<file path="src/rm3014_pkg.sv">
// shared constants, types, parity-check masks and vote functions for the rm(30,14) decoder
package rm3014_pkg;

  localparam int WordWidth     = 30;
  localparam int InfoBits      = 14;
  localparam int ParityBits    = 16;
  localparam int ChecksPerBit  = 4;
  localparam int VotesPerBit   = ChecksPerBit + 1;
  localparam int VoteThreshold = 3;
  localparam int VoteCntWidth  = $clog2(VotesPerBit + 1);
  localparam int VoteVecWidth  = InfoBits * VotesPerBit;

  typedef logic [ParityBits-1:0]  mask_t;
  typedef logic [VotesPerBit-1:0] votes_t;

  // leftmost bit is parity bit p1, rightmost is p16
  localparam mask_t CheckMasks [InfoBits][ChecksPerBit] = '{
    '{16'b0010_1110_0010_0000, 16'b1100_1101_1000_0000,
      16'b0111_1000_1100_0000, 16'b1001_1011_0110_0000},
    '{16'b1001_1000_1010_0000, 16'b1100_1110_0100_0000,
      16'b0111_1011_0000_0000, 16'b0010_1101_1110_0000},
    '{16'b0100_1001_0110_0000, 16'b1010_1010_1100_0000,
      16'b0001_1111_1000_0000, 16'b1111_1100_0010_0000},
    '{16'b0000_0011_1001_1100, 16'b1110_0000_0011_1100,
      16'b0101_0101_0111_1100, 16'b1011_0110_1101_1100},
    '{16'b1001_1000_0011_1010, 16'b0010_1101_0111_1010,
      16'b1100_1110_1101_1010, 16'b0111_1011_1001_1010},
    '{16'b0000_0010_1101_0110, 16'b0101_0100_0011_0110,
      16'b1110_0001_0111_0110, 16'b1011_0111_1001_0110},
    '{16'b0010_1100_0010_1110, 16'b1001_1001_0110_1110,
      16'b1100_1111_1000_1110, 16'b0111_1010_1100_1110},
    '{16'b0100_1010_1001_1111, 16'b1010_1001_0011_1111,
      16'b0001_1100_0111_1111, 16'b1111_1111_1101_1111},
    '{16'b0110_0000_1001_1001, 16'b1000_0011_0011_1001,
      16'b0011_0110_0111_1001, 16'b1101_0101_1101_1001},
    '{16'b1010_0001_0001_0101, 16'b0001_0100_0101_0101,
      16'b0100_0010_1011_0101, 16'b1111_0111_1111_0101},
    '{16'b1100_0010_0000_1101, 16'b0010_0001_1010_1101,
      16'b1001_0100_1110_1101, 16'b0111_0111_0100_1101},
    '{16'b0100_0100_1001_0011, 16'b0001_0010_0111_0011,
      16'b1010_0111_0011_0011, 16'b1111_0001_1101_0011},
    '{16'b0000_1001_0110_1011, 16'b1011_1100_0010_1011,
      16'b1110_1010_1100_1011, 16'b0101_1111_1000_1011},
    '{16'b0101_0010_0000_0111, 16'b0000_0100_1110_0111,
      16'b1011_0001_1010_0111, 16'b1110_0111_0100_0111}
  };

  // majority over the votes of one info bit
  function automatic logic majority(input votes_t v);
    logic [VoteCntWidth-1:0] cnt;
    cnt = '0;
    for (int k = 0; k < VotesPerBit; k++) begin
      cnt = cnt + VoteCntWidth'(v[k]);
    end
    return (cnt >= VoteCntWidth'(VoteThreshold));
  endfunction

  // all info bits from a flat vote vector, element 0 lands on the top bit
  function automatic logic [InfoBits-1:0] decode_votes(input logic [VoteVecWidth-1:0] vv);
    logic [InfoBits-1:0] res;
    for (int i = 0; i < InfoBits; i++) begin
      res[InfoBits-1-i] = majority(vv[i*VotesPerBit +: VotesPerBit]);
    end
    return res;
  endfunction

endpackage

</file>
<file path="src/rm_30_14_majority_decoder_core.sv">
// rm(30,14) majority-logic decoder, three-stage valid/ready pipeline
//
//  channel  direction  handshake                 payload
//  in       sink       in_valid_i / in_ready_o   received_word_i [29:0]
//  out      source     out_valid_o / out_ready_i decoded_bits_o  [13:0]
//
// one transaction per cycle sustained while out_ready_i does not stall
// stages: input register, vote register (parity xor trees), output register (majority)
// reset clears the stage valid bits only, nothing else is held between transactions
// a stall on out_ready_i fills the stages back to front before in_ready_o drops
module rm_30_14_majority_decoder_core
  import rm3014_pkg::*;
(
  input  logic                 clk_i,
  input  logic                 rst_ni,
  input  logic                 in_valid_i,
  output logic                 in_ready_o,
  input  logic [WordWidth-1:0] received_word_i,
  output logic                 out_valid_o,
  input  logic                 out_ready_i,
  output logic [InfoBits-1:0]  decoded_bits_o
);

  logic                    s1_valid;
  logic                    s1_ready;
  logic [WordWidth-1:0]    s1_word;
  logic [VoteVecWidth-1:0] s1_votes;
  logic                    s2_valid;
  logic                    s2_ready;
  logic [VoteVecWidth-1:0] s2_votes;
  logic [InfoBits-1:0]     s2_bits;

  rm3014_stage #(
    .Width(WordWidth)
  ) u_in_stage (
    .clk_i   (clk_i),
    .rst_ni  (rst_ni),
    .valid_i (in_valid_i),
    .ready_o (in_ready_o),
    .data_i  (received_word_i),
    .valid_o (s1_valid),
    .ready_i (s1_ready),
    .data_o  (s1_word)
  );

  rm3014_check u_check (
    .word_i  (s1_word),
    .votes_o (s1_votes)
  );

  rm3014_stage #(
    .Width(VoteVecWidth)
  ) u_vote_stage (
    .clk_i   (clk_i),
    .rst_ni  (rst_ni),
    .valid_i (s1_valid),
    .ready_o (s1_ready),
    .data_i  (s1_votes),
    .valid_o (s2_valid),
    .ready_i (s2_ready),
    .data_o  (s2_votes)
  );

  rm3014_vote u_vote (
    .votes_i (s2_votes),
    .bits_o  (s2_bits)
  );

  rm3014_stage #(
    .Width(InfoBits)
  ) u_out_stage (
    .clk_i   (clk_i),
    .rst_ni  (rst_ni),
    .valid_i (s2_valid),
    .ready_o (s2_ready),
    .data_i  (s2_bits),
    .valid_o (out_valid_o),
    .ready_i (out_ready_i),
    .data_o  (decoded_bits_o)
  );

`ifndef NO_ASSERTIONS
  // input backpressure only when the whole pipe is full and stalled
  a_ready_full: assert property (@(posedge clk_i) disable iff (!rst_ni)
    !in_ready_o |-> (s1_valid && s2_valid && out_valid_o && !out_ready_i))
    else $error("in_ready_o low with a free pipeline slot");

  // an accepted transaction occupies the first stage next cycle
  a_accept_lands: assert property (@(posedge clk_i) disable iff (!rst_ni)
    (in_valid_i && in_ready_o) |=> s1_valid)
    else $error("accepted transaction lost at the input stage");

  // a transaction moving into the output register carries its majority result
  a_out_result: assert property (@(posedge clk_i) disable iff (!rst_ni)
    (s2_valid && s2_ready) |=>
      (out_valid_o && decoded_bits_o == decode_votes($past(s2_votes))))
    else $error("output register does not match majority of votes");
`endif

endmodule

</file>
<file path="src/rm3014_stage.sv">
// one valid/ready pipeline register stage
module rm3014_stage
  import rm3014_pkg::*;
#(
  parameter int Width = WordWidth
) (
  input  logic             clk_i,
  input  logic             rst_ni,
  input  logic             valid_i,
  output logic             ready_o,
  input  logic [Width-1:0] data_i,
  output logic             valid_o,
  input  logic             ready_i,
  output logic [Width-1:0] data_o
);

  logic             valid_q;
  logic             valid_d;
  logic [Width-1:0] data_q;
  logic [Width-1:0] data_d;

  assign ready_o = !valid_q || ready_i;

  always_comb begin
    valid_d = valid_q;
    data_d  = data_q;
    if (ready_o) begin
      valid_d = valid_i;
      data_d  = data_i;
    end
  end

  always_ff @(posedge clk_i or negedge rst_ni) begin
    if (!rst_ni) begin
      valid_q <= 1'b0;
    end else begin
      valid_q <= valid_d;
    end
  end

  always_ff @(posedge clk_i) begin
    data_q <= data_d;
  end

  assign valid_o = valid_q;
  assign data_o  = data_q;

endmodule

</file>
<file path="src/rm3014_check.sv">
// parity-check estimates and received info bits, five votes per info bit
module rm3014_check
  import rm3014_pkg::*;
(
  input  logic [WordWidth-1:0]    word_i,
  output logic [VoteVecWidth-1:0] votes_o
);

  logic [ParityBits-1:0] parity;

  assign parity = word_i[ParityBits-1:0];

  always_comb begin
    for (int i = 0; i < InfoBits; i++) begin
      votes_o[i*VotesPerBit] = word_i[WordWidth-1-i];
      for (int j = 0; j < ChecksPerBit; j++) begin
        votes_o[i*VotesPerBit + 1 + j] = ^(parity & CheckMasks[i][j]);
      end
    end
  end

endmodule

</file>
<file path="src/rm3014_vote.sv">
// majority vote per info bit
module rm3014_vote
  import rm3014_pkg::*;
(
  input  logic [VoteVecWidth-1:0] votes_i,
  output logic [InfoBits-1:0]     bits_o
);

  assign bits_o = decode_votes(votes_i);

endmodule

</file>
<file path="config.mk">
export PLATFORM = sky130hd
export DESIGN_NAME = rm_30_14_majority_decoder_core
export DESIGN_NICKNAME = d
export VERILOG_FILES = /design/src/rm3014_pkg.sv /design/src/rm_30_14_majority_decoder_core.sv /design/src/rm3014_stage.sv /design/src/rm3014_check.sv /design/src/rm3014_vote.sv
export SDC_FILE = /design/constraint.sdc
export NUM_CORES = 1
export LEC_CHECK = 0
export BUFFER_PORTS_ARGS = -buffer_cell sky130_fd_sc_hd__buf_2
export CAP_MARGIN = 40
export CORE_MARGIN = 2
export CORE_UTILIZATION = 30
export DETAILED_ROUTE_END_ITERATION = 10
export SLEW_MARGIN = 15
export SYNTH_ARGS = -nofsm -noshare
export SYNTH_HDL_FRONTEND = slang
export SYNTH_SLANG_ARGS = --single-unit
</file>
<file path="constraint.sdc">
create_clock -name clk_i -period 8.25 [get_ports clk_i]
set_clock_uncertainty 0.2 [all_clocks]
set_input_delay 1.2375 -clock clk_i [delete_from_list [all_inputs] [get_ports clk_i]]
set_output_delay 1.2375 -clock clk_i [all_outputs]
set_load 0.1 [all_outputs]
</file>
==> impl.org <==
** Placed design
- The placed instances occupy a cell area of 0.00753 mm².
- Worst Setup Slack post-DPL :: 4.42 ns
- Number of I/O port buffers :: 49
- DPL Wire Length :: 9.41 mm
- The congestion estimate from routability-driven global placement came to 0.847.

** Cells and area
- After filler insertion, the fill cell instance count of the layout stands at 2,195.
- In the final layout, the multi-input gates occupy 0.00298 mm².
- The sequential cells in the finished layout cover a total of 0.00350 mm².
- Post-route design area :: 0.00812 mm²
- Layout overhead on the synthesized area :: 17.0%
- 0 antenna diodes ended up in the layout.
- In the layout the commonest cells are edfxtp_1 (114), inv_1 (98), xnor2_1 (83), buf_2 (49).
- Of the cells placed in the final design, the portion with a size suffix greater than 1 is 0.169.
- Net count reported at finish :: 609
- Leaving out fill and tap cells, the most frequent cell in the layout is edfxtp_1.
- Final design utilization :: 0.358

** CTS
- Reg clk slew, reported paths :: 0.05 ns
- Buffers added to address setup during post-CTS repair amount to 0.
- CTS saw 117 sinks.
- TritonCTS Buffers :: 17
- The clock reaches the later pin of the worst-skew pair after 0.41 ns.
- TritonCTS built the clock tree.
- No sink is reached through more buffers than the 2 on the longest clock path.
- The H-tree was split into 4 levels.
- CTS Hold Bufs :: 0
- Post-CTS repair changed the size of 0 cells.
- CTS placed an instance of clkbuf_16 at the clock tree root.

** Synth
- Of the total synthesized cell area, the portion taken by full adders, half adders and majority gates is 0.131.
- The synthesized-area fraction occupied by ao, oa, aoi and oai cells was 0.0101.
- Cell accounting for the most synthesized area :: edfxtp_1
- After synthesis, the netlist uses 21 different library cells.
- Dominant combinational cell family by area after synthesis :: XOR/XNOR gates
- When the netlist entered floorplanning its net count stood at 551.
- Synth top area share :: 0.493
- In the synthesized netlist, the number of instances is 461.
- Of the total synthesized cell area, the portion taken by XOR and XNOR cells is 0.282.
- Average cell area after synthesis :: 15.1 µm²
- The synthesized netlist occupies a cell area of 0.00694 mm².
- Top cells by area, synth :: edfxtp_1 (49%), xnor2_1 (10%), xnor3_1 (8.1%)
- After synthesis the netlist holds a flip-flop and latch count of 117.
- Multiplexer share of the synthesized area :: 0
- Count of warnings emitted by yosys :: 0
- Simple-gate area share of the yosys netlist :: 0.00595
- Share of synthesized area occupied by flip-flops and latches :: 0.504

** STA
- Portion of the clock cycle consumed by the worst path in the final layout :: 0.461
- Max-slew violations :: 0
- Once routing completed, OpenROAD measured the worst setup slack at 4.45 ns.
- For the final routed database, the setup TNS stands at 0 ns.
- For the pin with the worst max-slew slack, the measured transition is 0.737 ns.
- Setup repair after global routing missed its margin :: false
- After layout, the minimum clock period comes to 3.80 ns.
- Final setup fails :: 0
- Derived from the worst setup path, the maximum achievable clock frequency is 263 MHz.
- Tightest slew margin relative to the limit :: 0.509
- The total count of hold-check failures in the final report is 0.

** Global routing
- Antenna violations before repair :: 0
- Summed over all layers, the global routing overflow is 0.
- Entering global routing, the biggest net connects 54 pins.
- The first global-routing pass estimated 20.4 mm of wire.
- Number of global-route vias before repair :: 3,737
- In the global route stage, overall resource usage came out at 0.114.

** Power and ir drop
- Final total power :: 3.24 mW
- Of the total power, the share spent switching nets is 0.373.
- The share of total power dissipated in sequential elements is 0.322.
- The share of total power dissipated in combinational logic is 0.449.
- In this run the power density over the cells is 399 mW/mm².
- Leakage power :: 3.50 nW
- Clk network pwr share :: 0.229
- Net Switching :: 1.21 mW
- Peak ir drop on the vdd network :: 0.186 mV
- Internal power component :: 2.03 mW

** Run status
- Result of the run :: finished clean

** Setup path
- Critical path capture point type :: output pin
- Required @ worst endpoint :: 6.81 ns
- Walking the worst path, the cells encountered are buf_2 > nand4b_1 > buf_4 > buf_2.
- On the critical path, the stage with the largest delay is an instance of buf_2.
- Critical Path Start Type :: input pin
- Crit-path most repeated cell :: buf_2
- In this run the worst path has a maximum fanout of 32.
- Worst setup path class :: in2out
- Worst Path Arrival :: 2.37 ns
- In this design, the stage delay of the slowest critical-path cell is 0.51 ns.

** Die
- Row Count :: 55
- From left edge to right edge, the die measures 156 µm.
- The die covers 0.0244 mm².
- Boundary Pins :: 50
- Floorplan Core Area :: 0.0227 mm²
- For this configuration, the core starts out at a cell density of 0.306.
- Die boundary height :: 156 µm

** Job
- Number of maximum-capacitance violations :: 0

** Route
- Routed wirelength normalized by instance count :: 15.5 µm
- Before antenna repair, the detailed router went through 4 iterations.
- Drt drc :: 0
- Across all layers, the routed design uses 3,357 vias.
- In this run, the number of DRC markers left after iteration 0 of detailed routing was 178.
- For this block, the routed nets add up to 12.7 mm of wire.
- Mean number of vias per cell :: 4.11
- The count of nets left with antenna violations once routing finished came out at 0.

** Worst hold path
- Path category of the worst min-delay check :: reg2reg
-- routing by layer --
layer	share of wire	global-route usage
met5	0	0
met4	0.013	0.0380
met3	0.035	0.0286
met2	0.50	0.192
met1	0.45	0.143
-- registers in the layout, indices dropped and copies added (netlist names) --
register,count
u_in_stage.valid_o,1
u_out_stage.data_o,14
u_vote_stage.valid_o,1
u_out_stage.valid_o,1
u_vote_stage.data_o,70
u_in_stage.data_o,30
-- through the flow --
step	instances	hold WS, ns
4_1_cts	816	0.218
3_5_place_dp	785	0.205
5_1_grt	816	0.224
6_report	816	0.218
3_3_place_gp	781	0.201
2_1_floorplan	461	0.200
-- critical path: cells and delay by family --
| family | cells | cell delay, ns |
|---|---|---|
| buffers and inverters | 3 | 1.00 |
| AND/OR/NAND/NOR | 1 | 0.10 |
-- synthesized netlist by cell type, drive strengths merged --
master    n
fa       28
xor2     32
nand4b    1
buf      16
inv      98
nand2b    4
dfrtp     3
xnor3    26
xor3      9
nand3b    1
edfxtp  114
xnor2    87
ha       28
o21ai    14
-- power by group through the flow --
stage | clock network [mW] | registers [mW] | logic, mW
after CTS | 0.760 | 1.05 | 1.49
final | 0.742 | 1.05 | 1.45
after global placement | 0 | 1.06 | 1.37
after detailed placement | 0 | 1.06 | 1.48
after global routing | 0.790 | 1.07 | 1.66
after floorplan | 0 | 1.28 | 0.907
-- cells by family (layout without fill, tap and decap cells) --
kind of cell | after synthesis | after routing
adder cells (fa/ha/maj) | 56 | 56
XOR/XNOR | 154 | 154
flip-flops | 117 | 117
AO/OA/AOI/OAI | 14 | 14
AND/OR/NAND/NOR | 6 | 6
buffers and inverters | 114 | 184
-- path summary, 6_finish.rpt --
check                                   startpoint                 endpoint  slack, ns  cells past startpoint
setup / recovery                       out_ready_i               in_ready_o       4.45                      4
hold / removal               u_in_stage.data_o[25]  u_vote_stage.data_o[20]       0.22                      0
setup reg to reg           u_vote_stage.data_o[45]    u_out_stage.data_o[4]       5.78                      8
hold reg to reg              u_in_stage.data_o[25]  u_vote_stage.data_o[20]       0.22                      0
max in group asynchronous                   rst_ni      u_out_stage.valid_o       7.33                      1
min in group asynchronous                   rst_ni       u_in_stage.valid_o       0.42                      1
-- area by class of cell --
cell class | count | share of cell area
clock buffers | 19 | 0.0533
clock inverters | 12 | 0.0199
inverters | 98 | 0.0453
multi-input cells | 230 | 0.367
flip-flops and latches | 117 | 0.431
well taps | 285 | 0.0439
repair buffers | 55 | 0.0401
Power figures use the tool's default switching activity.
